===== config.mk =====
export PLATFORM = sky130hd
export DESIGN_NAME = audio_format_magic_sniffer_flat
export DESIGN_NICKNAME = d
export VERILOG_FILES = /design/src/hw/rtl/amf_pkg.sv /design/src/hw/rtl/amf_byte_if.sv /design/src/hw/rtl/amf_result_if.sv /design/src/hw/rtl/amf_scan.sv /design/src/hw/rtl/audio_format_magic_sniffer.sv /design/src/flat_wrapper.sv
export SDC_FILE = /design/constraint.sdc
export NUM_CORES = 1
export LEC_CHECK = 0
export BUFFER_PORTS_ARGS = -buffer_cell sky130_fd_sc_hd__buf_4
export CORE_MARGIN = 5
export CORE_UTILIZATION = 40
export DETAILED_ROUTE_END_ITERATION = 12
export SYNTH_ARGS = -nofsm -noshare
export SYNTH_HDL_FRONTEND = slang
export SYNTH_SLANG_ARGS = --single-unit

===== constraint.sdc =====
create_clock -name clk_i -period 7.8 [get_ports clk_i]
set_input_delay 1.56 -clock clk_i [delete_from_list [all_inputs] [get_ports clk_i]]
set_output_delay 1.56 -clock clk_i [all_outputs]
set_load 0.02 [all_outputs]

===== src/hw/rtl/amf_pkg.sv =====
// ----------------------------------------------------------------------------
// amf_pkg
// Shared types and constants of the audio format sniffer: field widths,
// format codes and the magic tags.
// ----------------------------------------------------------------------------
package amf_pkg;

  localparam int unsigned BYTE_W          = 8;
  localparam int unsigned FORMAT_W        = 3;
  localparam int unsigned SCANNED_W       = 11;
  localparam int unsigned SCAN_WINDOW_DEF = 1024;

  typedef enum logic [FORMAT_W-1:0] {
    FMT_UNKNOWN = 3'd0,
    FMT_MP3     = 3'd1,
    FMT_WAV     = 3'd2,
    FMT_AAC     = 3'd3,
    FMT_FLAC    = 3'd4
  } format_e;

  // Tags, offset 0 in the top byte.
  localparam logic [31:0] TAG_ID3  = {"ID3", 8'h00};
  localparam logic [31:0] TAG_RIFF = "RIFF";
  localparam logic [31:0] TAG_WAVE = "WAVE";
  localparam logic [31:0] TAG_FLAC = "fLaC";

  localparam logic [7:0] SYNC_BYTE  = 8'hFF;
  localparam logic [7:0] MPEG_MASK  = 8'hE0;
  localparam logic [7:0] ADTS_MASK  = 8'hF0;
  localparam logic [1:0] MPEG_VER_RSVD = 2'b01;
  localparam logic [1:0] MPEG_LAYER3   = 2'b01;

  function automatic logic [7:0] tag_byte(logic [31:0] tag, logic [1:0] idx);
    logic [31:0] sh;
    sh = tag << {idx, 3'b000};
    return sh[31:24];
  endfunction

endpackage


===== src/hw/rtl/amf_byte_if.sv =====
// ----------------------------------------------------------------------------
// amf_byte_if
// Stream byte channel: one byte per item with a last-byte flag.
// ----------------------------------------------------------------------------
interface amf_byte_if;
  import amf_pkg::*;

  logic              valid;
  logic              ready;
  logic [BYTE_W-1:0] data_byte;
  logic              final_byte;

  modport source (output valid, output data_byte, output final_byte, input ready);
  modport sink   (input valid, input data_byte, input final_byte, output ready);
endinterface


===== src/hw/rtl/amf_result_if.sv =====
// ----------------------------------------------------------------------------
// amf_result_if
// Result channel: detected format code and number of scanned bytes.
// ----------------------------------------------------------------------------
interface amf_result_if;
  import amf_pkg::*;

  logic                 valid;
  logic                 ready;
  logic [FORMAT_W-1:0]  format_code;
  logic [SCANNED_W-1:0] scanned_bytes;

  modport source (output valid, output format_code, output scanned_bytes, input ready);
  modport sink   (input valid, input format_code, input scanned_bytes, output ready);
endinterface


===== src/hw/rtl/amf_scan.sv =====
// ----------------------------------------------------------------------------
// amf_scan
// Per-stream match state. Folds one byte per step into the prefix and sync
// flags and decides the format from the updated flags.
// ----------------------------------------------------------------------------
module amf_scan #(
  parameter int unsigned SCAN_WINDOW = amf_pkg::SCAN_WINDOW_DEF
) (
  input  logic                           clk_i,
  input  logic                           rst_ni,
  input  logic                           step_i,
  input  logic [amf_pkg::BYTE_W-1:0]     data_byte_i,
  input  logic                           final_byte_i,
  output amf_pkg::format_e               format_o,
  output logic [amf_pkg::SCANNED_W-1:0]  scanned_o
);
  import amf_pkg::*;

  localparam int unsigned PosW = $clog2(SCAN_WINDOW + 1);

  logic [PosW-1:0] pos_q, pos_d, pos_acc;
  logic [7:0]      rec0_q, rec1_q, rec2_q;
  logic [7:0]      rec0_d, rec1_d, rec2_d;
  logic            id3_q, riff_q, flac_q, mpeg_q, adts_q;
  logic            id3_d, riff_d, flac_d, mpeg_d, adts_d;
  logic            id3_acc, riff_acc, flac_acc, mpeg_acc, adts_acc;
  logic            in_win;
  logic [1:0]      idx;
  logic [1:0]      wave_idx;
  logic [1:0]      mpeg_ver, mpeg_layer;
  logic [PosW+SCANNED_W-1:0] pos_ext;

  assign in_win     = pos_q < PosW'(SCAN_WINDOW);
  assign idx        = pos_q[1:0];
  assign wave_idx   = 2'(pos_q - PosW'(8));
  assign mpeg_ver   = rec1_q[4:3];
  assign mpeg_layer = rec1_q[2:1];

  always_comb begin
    id3_acc  = id3_q;
    riff_acc = riff_q;
    flac_acc = flac_q;
    mpeg_acc = mpeg_q;
    adts_acc = adts_q;
    pos_acc  = pos_q;
    if (in_win) begin
      pos_acc = pos_q + PosW'(1);
      if (pos_q < PosW'(3) && data_byte_i != tag_byte(TAG_ID3, idx)) begin
        id3_acc = 1'b0;
      end
      if (pos_q < PosW'(4)) begin
        if (data_byte_i != tag_byte(TAG_RIFF, idx)) begin
          riff_acc = 1'b0;
        end
        if (data_byte_i != tag_byte(TAG_FLAC, idx)) begin
          flac_acc = 1'b0;
        end
      end
      if (pos_q >= PosW'(8) && pos_q < PosW'(12) &&
          data_byte_i != tag_byte(TAG_WAVE, wave_idx)) begin
        riff_acc = 1'b0;
      end
      if (pos_q >= PosW'(1) && rec0_q == SYNC_BYTE &&
          (data_byte_i & ADTS_MASK) == ADTS_MASK) begin
        adts_acc = 1'b1;
      end
      if (pos_q >= PosW'(3) && rec2_q == SYNC_BYTE && (rec1_q & MPEG_MASK) == MPEG_MASK &&
          mpeg_ver != MPEG_VER_RSVD && mpeg_layer == MPEG_LAYER3) begin
        mpeg_acc = 1'b1;
      end
    end
  end

  always_comb begin
    if (pos_acc < PosW'(4)) begin
      format_o = FMT_UNKNOWN;
    end else if (id3_acc || mpeg_acc) begin
      format_o = FMT_MP3;
    end else if (adts_acc) begin
      format_o = FMT_AAC;
    end else if (riff_acc && pos_acc >= PosW'(12)) begin
      format_o = FMT_WAV;
    end else if (flac_acc) begin
      format_o = FMT_FLAC;
    end else begin
      format_o = FMT_UNKNOWN;
    end
  end

  assign pos_ext   = {{SCANNED_W{1'b0}}, pos_acc};
  assign scanned_o = pos_ext[SCANNED_W-1:0];

  always_comb begin
    pos_d  = pos_q;
    rec0_d = rec0_q;
    rec1_d = rec1_q;
    rec2_d = rec2_q;
    id3_d  = id3_q;
    riff_d = riff_q;
    flac_d = flac_q;
    mpeg_d = mpeg_q;
    adts_d = adts_q;
    if (step_i) begin
      if (final_byte_i) begin
        pos_d  = '0;
        rec0_d = '0;
        rec1_d = '0;
        rec2_d = '0;
        id3_d  = 1'b1;
        riff_d = 1'b1;
        flac_d = 1'b1;
        mpeg_d = 1'b0;
        adts_d = 1'b0;
      end else begin
        pos_d  = pos_acc;
        id3_d  = id3_acc;
        riff_d = riff_acc;
        flac_d = flac_acc;
        mpeg_d = mpeg_acc;
        adts_d = adts_acc;
        if (in_win) begin
          rec0_d = data_byte_i;
          rec1_d = rec0_q;
          rec2_d = rec1_q;
        end
      end
    end
  end

  always_ff @(posedge clk_i or negedge rst_ni) begin
    if (!rst_ni) begin
      pos_q  <= '0;
      rec0_q <= '0;
      rec1_q <= '0;
      rec2_q <= '0;
      id3_q  <= 1'b1;
      riff_q <= 1'b1;
      flac_q <= 1'b1;
      mpeg_q <= 1'b0;
      adts_q <= 1'b0;
    end else begin
      pos_q  <= pos_d;
      rec0_q <= rec0_d;
      rec1_q <= rec1_d;
      rec2_q <= rec2_d;
      id3_q  <= id3_d;
      riff_q <= riff_d;
      flac_q <= flac_d;
      mpeg_q <= mpeg_d;
      adts_q <= adts_d;
    end
  end

endmodule


===== src/hw/rtl/audio_format_magic_sniffer.sv =====
// ----------------------------------------------------------------------------
// audio_format_magic_sniffer
// Detects the audio format of a stream from its opening bytes.
//
// byte_i carries one stream byte per item, final_byte set on the last one.
// result_o carries one item per stream: format_code (0 unknown, 1 mp3,
// 2 wav, 3 aac, 4 flac) and scanned_bytes, the bytes examined, saturating
// at SCAN_WINDOW. Bytes past the window are ignored, but a final flag on
// one still ends the stream.
// An accepted byte lands in an input register; from there it updates the
// scan state and, for a final byte, the result is written to the output
// register at the same time, once that register is free or draining. One
// byte is taken every cycle; the only limit is the single output register,
// which a final byte needs free or draining.
// Reset empties both registers and returns the scan state to a fresh
// stream. While the receiver stalls, non-final bytes keep flowing; a final
// byte waits in the input register until the pending result is taken.
// ----------------------------------------------------------------------------
module audio_format_magic_sniffer #(
  parameter int unsigned SCAN_WINDOW = amf_pkg::SCAN_WINDOW_DEF
) (
  input  logic         clk_i,
  input  logic         rst_ni,
  amf_byte_if.sink     byte_i,
  amf_result_if.source result_o
);
  import amf_pkg::*;

  logic                 s1_valid_q;
  logic [BYTE_W-1:0]    s1_byte_q;
  logic                 s1_final_q;
  logic                 s1_advance;
  logic                 out_free;
  logic                 out_valid_q;
  logic [FORMAT_W-1:0]  out_fmt_q;
  logic [SCANNED_W-1:0] out_cnt_q;
  format_e              scan_fmt;
  logic [SCANNED_W-1:0] scan_cnt;

  assign out_free     = !out_valid_q || result_o.ready;
  assign s1_advance   = s1_valid_q && (!s1_final_q || out_free);
  assign byte_i.ready = !s1_valid_q || s1_advance;

  amf_scan #(
    .SCAN_WINDOW (SCAN_WINDOW)
  ) u_scan (
    .clk_i        (clk_i),
    .rst_ni       (rst_ni),
    .step_i       (s1_advance),
    .data_byte_i  (s1_byte_q),
    .final_byte_i (s1_final_q),
    .format_o     (scan_fmt),
    .scanned_o    (scan_cnt)
  );

  always_ff @(posedge clk_i or negedge rst_ni) begin
    if (!rst_ni) begin
      s1_valid_q <= 1'b0;
    end else if (byte_i.ready) begin
      s1_valid_q <= byte_i.valid;
    end
  end

  always_ff @(posedge clk_i) begin
    if (byte_i.ready && byte_i.valid) begin
      s1_byte_q  <= byte_i.data_byte;
      s1_final_q <= byte_i.final_byte;
    end
  end

  always_ff @(posedge clk_i or negedge rst_ni) begin
    if (!rst_ni) begin
      out_valid_q <= 1'b0;
    end else if (out_free) begin
      out_valid_q <= s1_advance && s1_final_q;
    end
  end

  always_ff @(posedge clk_i) begin
    if (out_free && s1_advance && s1_final_q) begin
      out_fmt_q <= scan_fmt;
      out_cnt_q <= scan_cnt;
    end
  end

  assign result_o.valid         = out_valid_q;
  assign result_o.format_code   = out_fmt_q;
  assign result_o.scanned_bytes = out_cnt_q;

endmodule


===== src/flat_wrapper.sv =====
// flat-port wrapper written by rule: the top's interface ports become plain ports
module audio_format_magic_sniffer_flat import amf_pkg::*;
#(
  parameter int unsigned SCAN_WINDOW = amf_pkg::SCAN_WINDOW_DEF
)
  (clk_i, rst_ni, byte_i_valid, byte_i_data_byte, byte_i_final_byte, byte_i_ready, result_o_valid, result_o_format_code, result_o_scanned_bytes, result_o_ready);
  amf_byte_if byte_i_i ();
  amf_result_if result_o_i ();
  input  logic clk_i;
  input  logic rst_ni;
  input wire logic [$bits(byte_i_i.valid)-1:0] byte_i_valid;
  input wire logic [$bits(byte_i_i.data_byte)-1:0] byte_i_data_byte;
  input wire logic [$bits(byte_i_i.final_byte)-1:0] byte_i_final_byte;
  output wire logic [$bits(byte_i_i.ready)-1:0] byte_i_ready;
  output wire logic [$bits(result_o_i.valid)-1:0] result_o_valid;
  output wire logic [$bits(result_o_i.format_code)-1:0] result_o_format_code;
  output wire logic [$bits(result_o_i.scanned_bytes)-1:0] result_o_scanned_bytes;
  input wire logic [$bits(result_o_i.ready)-1:0] result_o_ready;
  assign byte_i_i.valid = byte_i_valid;
  assign byte_i_i.data_byte = byte_i_data_byte;
  assign byte_i_i.final_byte = byte_i_final_byte;
  assign byte_i_ready = byte_i_i.ready;
  assign result_o_valid = result_o_i.valid;
  assign result_o_format_code = result_o_i.format_code;
  assign result_o_scanned_bytes = result_o_i.scanned_bytes;
  assign result_o_i.ready = result_o_ready;
  audio_format_magic_sniffer #(.SCAN_WINDOW(SCAN_WINDOW)) u_core (.clk_i(clk_i), .rst_ni(rst_ni), .byte_i(byte_i_i), .result_o(result_o_i));
endmodule

# After elaboration in Yosys (flattened, before gate mapping)
# Cells that the tools add are included.
op_classes:
  n_addsub: 2
  eq_ne: 10
  shifts: 4
  n_reduce_logical: 26
  order_cmp: 9
  mux: 30
ops:
  columns: ["operator", "n"]
  rows:
  - ["31-bit by 5-bit << shifter with 32-bit output, first input constant", 4]
  - ["8-bit two-way mux", 6]
  - ["8-bit inequality test", 4]
  - ["11-bit by 4-bit greater-or-equal comparator with 1-bit output, second input constant", 2]
  - ["11-bit by 3-bit < comparator with 1-bit output, second input constant", 2]
  - ["11-bit two-way mux", 2]
  - ["1-bit two-way mux", 19]
  - ["8-bit == test, second input constant", 2]
  - ["1-bit logical AND", 15]
  - ["11-bit by 1-bit adder with 11-bit output, second input constant", 1]
  - ["11-bit by 1-bit greater-or-equal comparator with 1-bit output, second input constant", 1]
  - ["11-bit by 2-bit greater-or-equal comparator with 1-bit output, second input constant", 1]
  - ["11-bit < comparator, second input constant", 1]
  - ["11-bit by 2-bit < comparator with 1-bit output, second input constant", 1]
  - ["11-bit by 4-bit < comparator with 1-bit output, second input constant", 1]
  - ["4-bit == test, second input constant", 1]
  - ["1-bit logical OR", 4]
  - ["2-bit two-way mux", 2]
  - ["4-bit OR reduction", 1]
  - ["3-bit == test, second input constant", 1]
  - ["1-bit logical NOT", 3]
  - ["3-bit two-way mux", 1]
  - ["2-bit by 1-bit == test with 1-bit output, second input constant", 1]
  - ["2-bit by 1-bit inequality test with 1-bit output, second input constant", 1]
  - ["4 further kinds", 4]
word_totals:
  word_cells: 98
  register_bits: 65
  out_inout_bits: 16

# Longest topological paths before layout
logic_depth:
  ltp_word: 10
  depth_mapped: 10
  mapped_depth_nobuf: 8

# Hierarchy
# From an unflattened synthesis, not the netlist that was laid out.
hier_totals:
  cells_unflattened: 264
  hier_area_um2: 3158.0
modules_own_cells:
  columns: ["mod", "seq_area_each_um2", "area_per_inst_um2", "n_inst", "cells_per_inst"]
  rows:
  - ["amf_scan", 1004.7, 2361.0, 1, 231]
  - ["audio_format_magic_sniffer", 740.7, 797.0, 1, 33]

# Worst setup path after synthesis
# OpenSTA, ideal clock, no wires.
synth_timing:
  path_type: "input to output"
  from: "in result_o_ready"
  to: "out byte_i_ready"
  t_required_ps: 6240
  n_path_buf: 0
  t_arrival_ps: 1884
  stages: 1
  setup_slack_ps: 4356
  cell_sequence: "nand4b_1"
synth_via:
  elab_chain_len: 4
synth_lines:
  columns: ["item", "line", "source"]
  rows:
  - ["start: declaration", "flat_wrapper.sv:18", "input wire logic [$bits(result_o_i.ready)-1:0] result_o_ready;"]
  - ["1-bit logical OR", "audio_format_magic_sniffer.sv:40", "assign out_free = !out_valid_q || result_o.ready;"]
  - ["1-bit logical OR", "audio_format_magic_sniffer.sv:41", "assign s1_advance = s1_valid_q && (!s1_final_q || out_free);"]
  - ["1-bit logical AND", "audio_format_magic_sniffer.sv:41", null]
  - ["1-bit logical OR", "audio_format_magic_sniffer.sv:42", "assign byte_i.ready = !s1_valid_q || s1_advance;"]
  - ["end: declaration", "flat_wrapper.sv:14", "output wire logic [$bits(byte_i_i.ready)-1:0] byte_i_ready;"]
# No other way between the ends.

# Final worst setup path
# Ends and elaborated chain as after synthesis.

==> flow_summary_export.csv <==
group,metric,value,unit
run_status,outcome,"completed",
worst_setup_path,critPathMaxStageDelay,0.21,ns
global_route,grtUsageMet1,20.8,%
synth,synthTopCellsByArea,"dfrtp_1 (30%), edfxtp_1 (21%), a22o_1 (8.2%)",
global_route,grt_max_degree,43,
power,worst_ir_drop_vdd,0.000138,V
synth,synth.distinct_cells,60,
sta,fin_skew,0.00600,ns
sta,hold_viol_final,0,
synth,synthMuxAreaShare,1.01,%
synth,synth_fa_ha_area_share,2.33,%
sta,setup_viol,0,
final_layout,area_delta_synth_final,12.8,%
synth,async_flop_share,64.6,%
synth,synth-simple-area-share,15.0,%
routing,drt_wl_total,6450,um
synth,synth_area,0.00322,mm2
sta,slew_violations,0,
global_route,grt_pass1_vias,2103,
die,core,0.00777,mm2
synth,ys_seq_elements,65,
hold_path,worstHoldEndpoint,"u_core.u_scan.rec2_q[0]",
worst_setup_path,cp-start-kind,"primary input",
routing,first_iter_violations,128,
routing,via_per_inst,5.39,
sta,tightest_slew,0.605,ns
final_layout,fin_area,0.00363,mm2
global_route,gr-total-overflow,0,
clocking,numCtsBuffers,9,
hold_path,min-delay-start,"u_core.u_scan.rec1_q[0]",
synth,ys.warnings.count,0,
worst_setup_path,crit_top_cell,"buf_4",
hold_path,hold_depth,1,
die,floorplan.initialDensity,41.4,%
worst_setup_path,path_buf_inv,2,
run,max_cap_viol_count,0,
final_layout,layout.nets,313,
place,io_buffers,28,
routing,dr.pass1.iters,5,
synth,synthCells,271,
final_layout,diodes,0,
synth,synth_top_area_cell,"dfrtp_1",
sta,rsz0062_at_grt,"no",
worst_setup_path,timing.rr.end,"u_core.result_o.format_code[1]",
power,pwr_density_cell,219,mW/mm2
clocking,cts.sinks,65,
clocking,htreeDepth,3,
worst_setup_path,reg2reg_slack,5.04,ns
worst_setup_path,path_delay_family,"buffers and inverters",
sta,fin_tns_setup,0,ns
clocking,cts_resized,0,
worst_setup_path,path_cells,"buf_4 -> nand4b_1 -> buf_4",
die,rows,32,
clocking,root_buffer,"clkbuf_8",
synth,synth_compound_area_share,17.4,%
routing,ant_nets,0,
place,place.gp.congestion,0.822,
power,leakagePower,0.00157,uW
synth,synth_top_family_by_area,"compound AO/OA/AOI/OAI gates",
worst_setup_path,worst-r2r-cell-count,6,
clocking,postCtsHoldBufs,0,
synth,seq_area_frac_synth,54.3,%
worst_setup_path,reg2reg_from,"u_core.u_scan.pos_q[10]",
worst_setup_path,crit_required,6.24,ns
sta,fin_crit,3.66,ns
clocking,cts_tree,"built",
die,die-area,0.00994,mm2
die,die_w,99.7,um
global_route,grt_util_all_layers,14.0,%
clocking,cts_setup_buffers,0,
global_route,top_usage_layer,"met1",
place,dpl_cell_area,0.00345,mm2
sta,fin_crit_sh,46.9,%
global_route,grtUsageMet2,19.5,%
global_route,grt_use_met3,4.00,%
hold_path,hp-class,"reg2reg",
routing,dr_total_vias,2162,
routing,drc,0,
global_route,antenna_found_initial,0,
die,ioPinCount,29,
synth,syn_nets,290,
synth,synth_edf_count,23,
synth,ys.flop_type,"dfrtp_1",
routing,wl_per_cell,16.1,um
die,die_h,99.7,um
place,dp_hpwl,4460,um
final_layout,drive_gt1_share,21.4,%
worst_setup_path,worstSetupEndpointType,"output pin",
sta,relSlewSlack,59.3,%
clocking,path_clk_slew,0.07,ns
synth,yosysTopAreaCellShare,30.3,%
global_route,grt_pass1_wl,10900,um
worst_setup_path,critical_path_peak_fanout,3,
clocking,insertion_delay,0.34,ns
worst_setup_path,cpMaxStageDelayCell,"nand4b_1",
synth,synth_area_per_cell,11.9,um2
sta,fmax,0.273,GHz
clocking,cts.path.max_buffers,2,
worst_setup_path,critPathKind,"in2out",
worst_setup_path,worstPathArrival,2.10,ns
synth,synthXorXnorAreaFrac,5.13,%
cells in the final DEF (no fill, tap or decap), types with 2 or more instances in the layout:
cell type,n
dfrtp_1,39
a22o_1,30
buf_4,30
edfxtp_1,23
nor2_1,18
nand2_1,16
xor2_1,10
clkbuf_8,10
inv_1,7
xnor2_1,7
o21ai_1,7
nand4_1,6
o21ai_0,6
ha_1,6
nand4b_1,5
nor3_1,5
and2_1,4
nand2b_1,4
a21oi_1,4
nand3_1,3
nand3b_1,3
nor4_1,3
or4_4,3
clkbuf_1,3
dfstp_2,3
inv_2,2
mux2_2,2
o31ai_1,2
o211a_1,2
o22ai_1,2
a211o_1,2
a31oi_1,2
nor2b_1,2
clkinv_2,2
logic make-up (layout without fill, tap and decap cells):
kind of cell	Yosys count	count (layout)
AND/OR/NAND/NOR	82	82
AO/OA/AOI/OAI	70	70
flip-flops	65	65
buffers and inverters	27	55
XOR/XNOR	18	18
adder cells (fa/ha/maj)	6	6
multiplexers	3	3
sequential cells by signal (all words and copies together) (netlist names), 3 cells and up:
name                           cells
u_core.s1_byte_q                   8
u_core.u_scan.rec1_q               8
u_core.result_o.scanned_bytes     11
u_core.u_scan.rec0_q               8
u_core.result_o.format_code        3
u_core.u_scan.pos_q               11
u_core.u_scan.rec2_q               8
layout make-up:
class	instances	area (um2)
fill	738	4140
sequential	65	1750
multi-input combinational	179	1310
timing repair buffer	30	225
clock buffer	14	174
tap	102	128
inverter	9	33.8
clock inverter	2	10.0
report_power, final:
group	switching, uW	internal, uW	total [uW]
clock network	122	143	265
registers	27.7	383	411
logic	63.7	53.6	117
cells in the mapped netlist (2+ instances only):
library cell  number
dfrtp_1           39
a22o_1            30
edfxtp_1          23
nor2_1            18
nand2_1           16
clkbuf_1          10
xor2_1            10
inv_1              7
o21ai_1            7
xnor2_1            7
ha_1               6
nand4_1            6
o21ai_0            6
nand4b_1           5
nor3_1             5
a21oi_1            4
and2_1             4
nand2b_1           4
clkbuf_8           3
dfstp_2            3
nand3_1            3
nand3b_1           3
nor4_1             3
or4_4              3
a211o_1            2
a31oi_1            2
buf_4              2
buf_6              2
inv_2              2
mux2_2             2
nor2b_1            2
o211a_1            2
o22ai_1            2
o31ai_1            2
layer usage:
metal	wire length (um)	part of all wire [%]	vias to the layer above
met5	0	0	-
met4	85	1.3	0
met3	335	5.2	7
met2	2750	43	53
met1	3280	51	1047
li1	-	-	1055
worst max-delay path by stage:
stage / from / to / slack [ns] / depth (start not counted)
finish: result_o_ready / byte_i_ready / 4.14 / 3
detailed placement: result_o_ready / byte_i_ready / 4.16 / 3
global route: result_o_ready / byte_i_ready / 4.07 / 3
global placement: result_o_ready / byte_i_ready / 4.18 / 3
CTS: result_o_ready / byte_i_ready / 4.15 / 3
floorplan: result_o_ready / byte_i_ready / 4.36 / 1
stage by stage:
step	setup WS [ns]	utilization, %	hold slack, ns	total power, uW	cells
6_report	4.14	46.7	0.499	793	401
5_1_grt	4.07	46.7	0.518	837	401
4_1_cts	4.15	46.7	0.502	800	401
3_5_place_dp	4.16	44.4	0.487	535	385
3_3_place_gp	4.18	44.4	0.478	534	385
2_1_floorplan	4.36	-	0.466	500	271
Power figures use the tool's default switching activity.
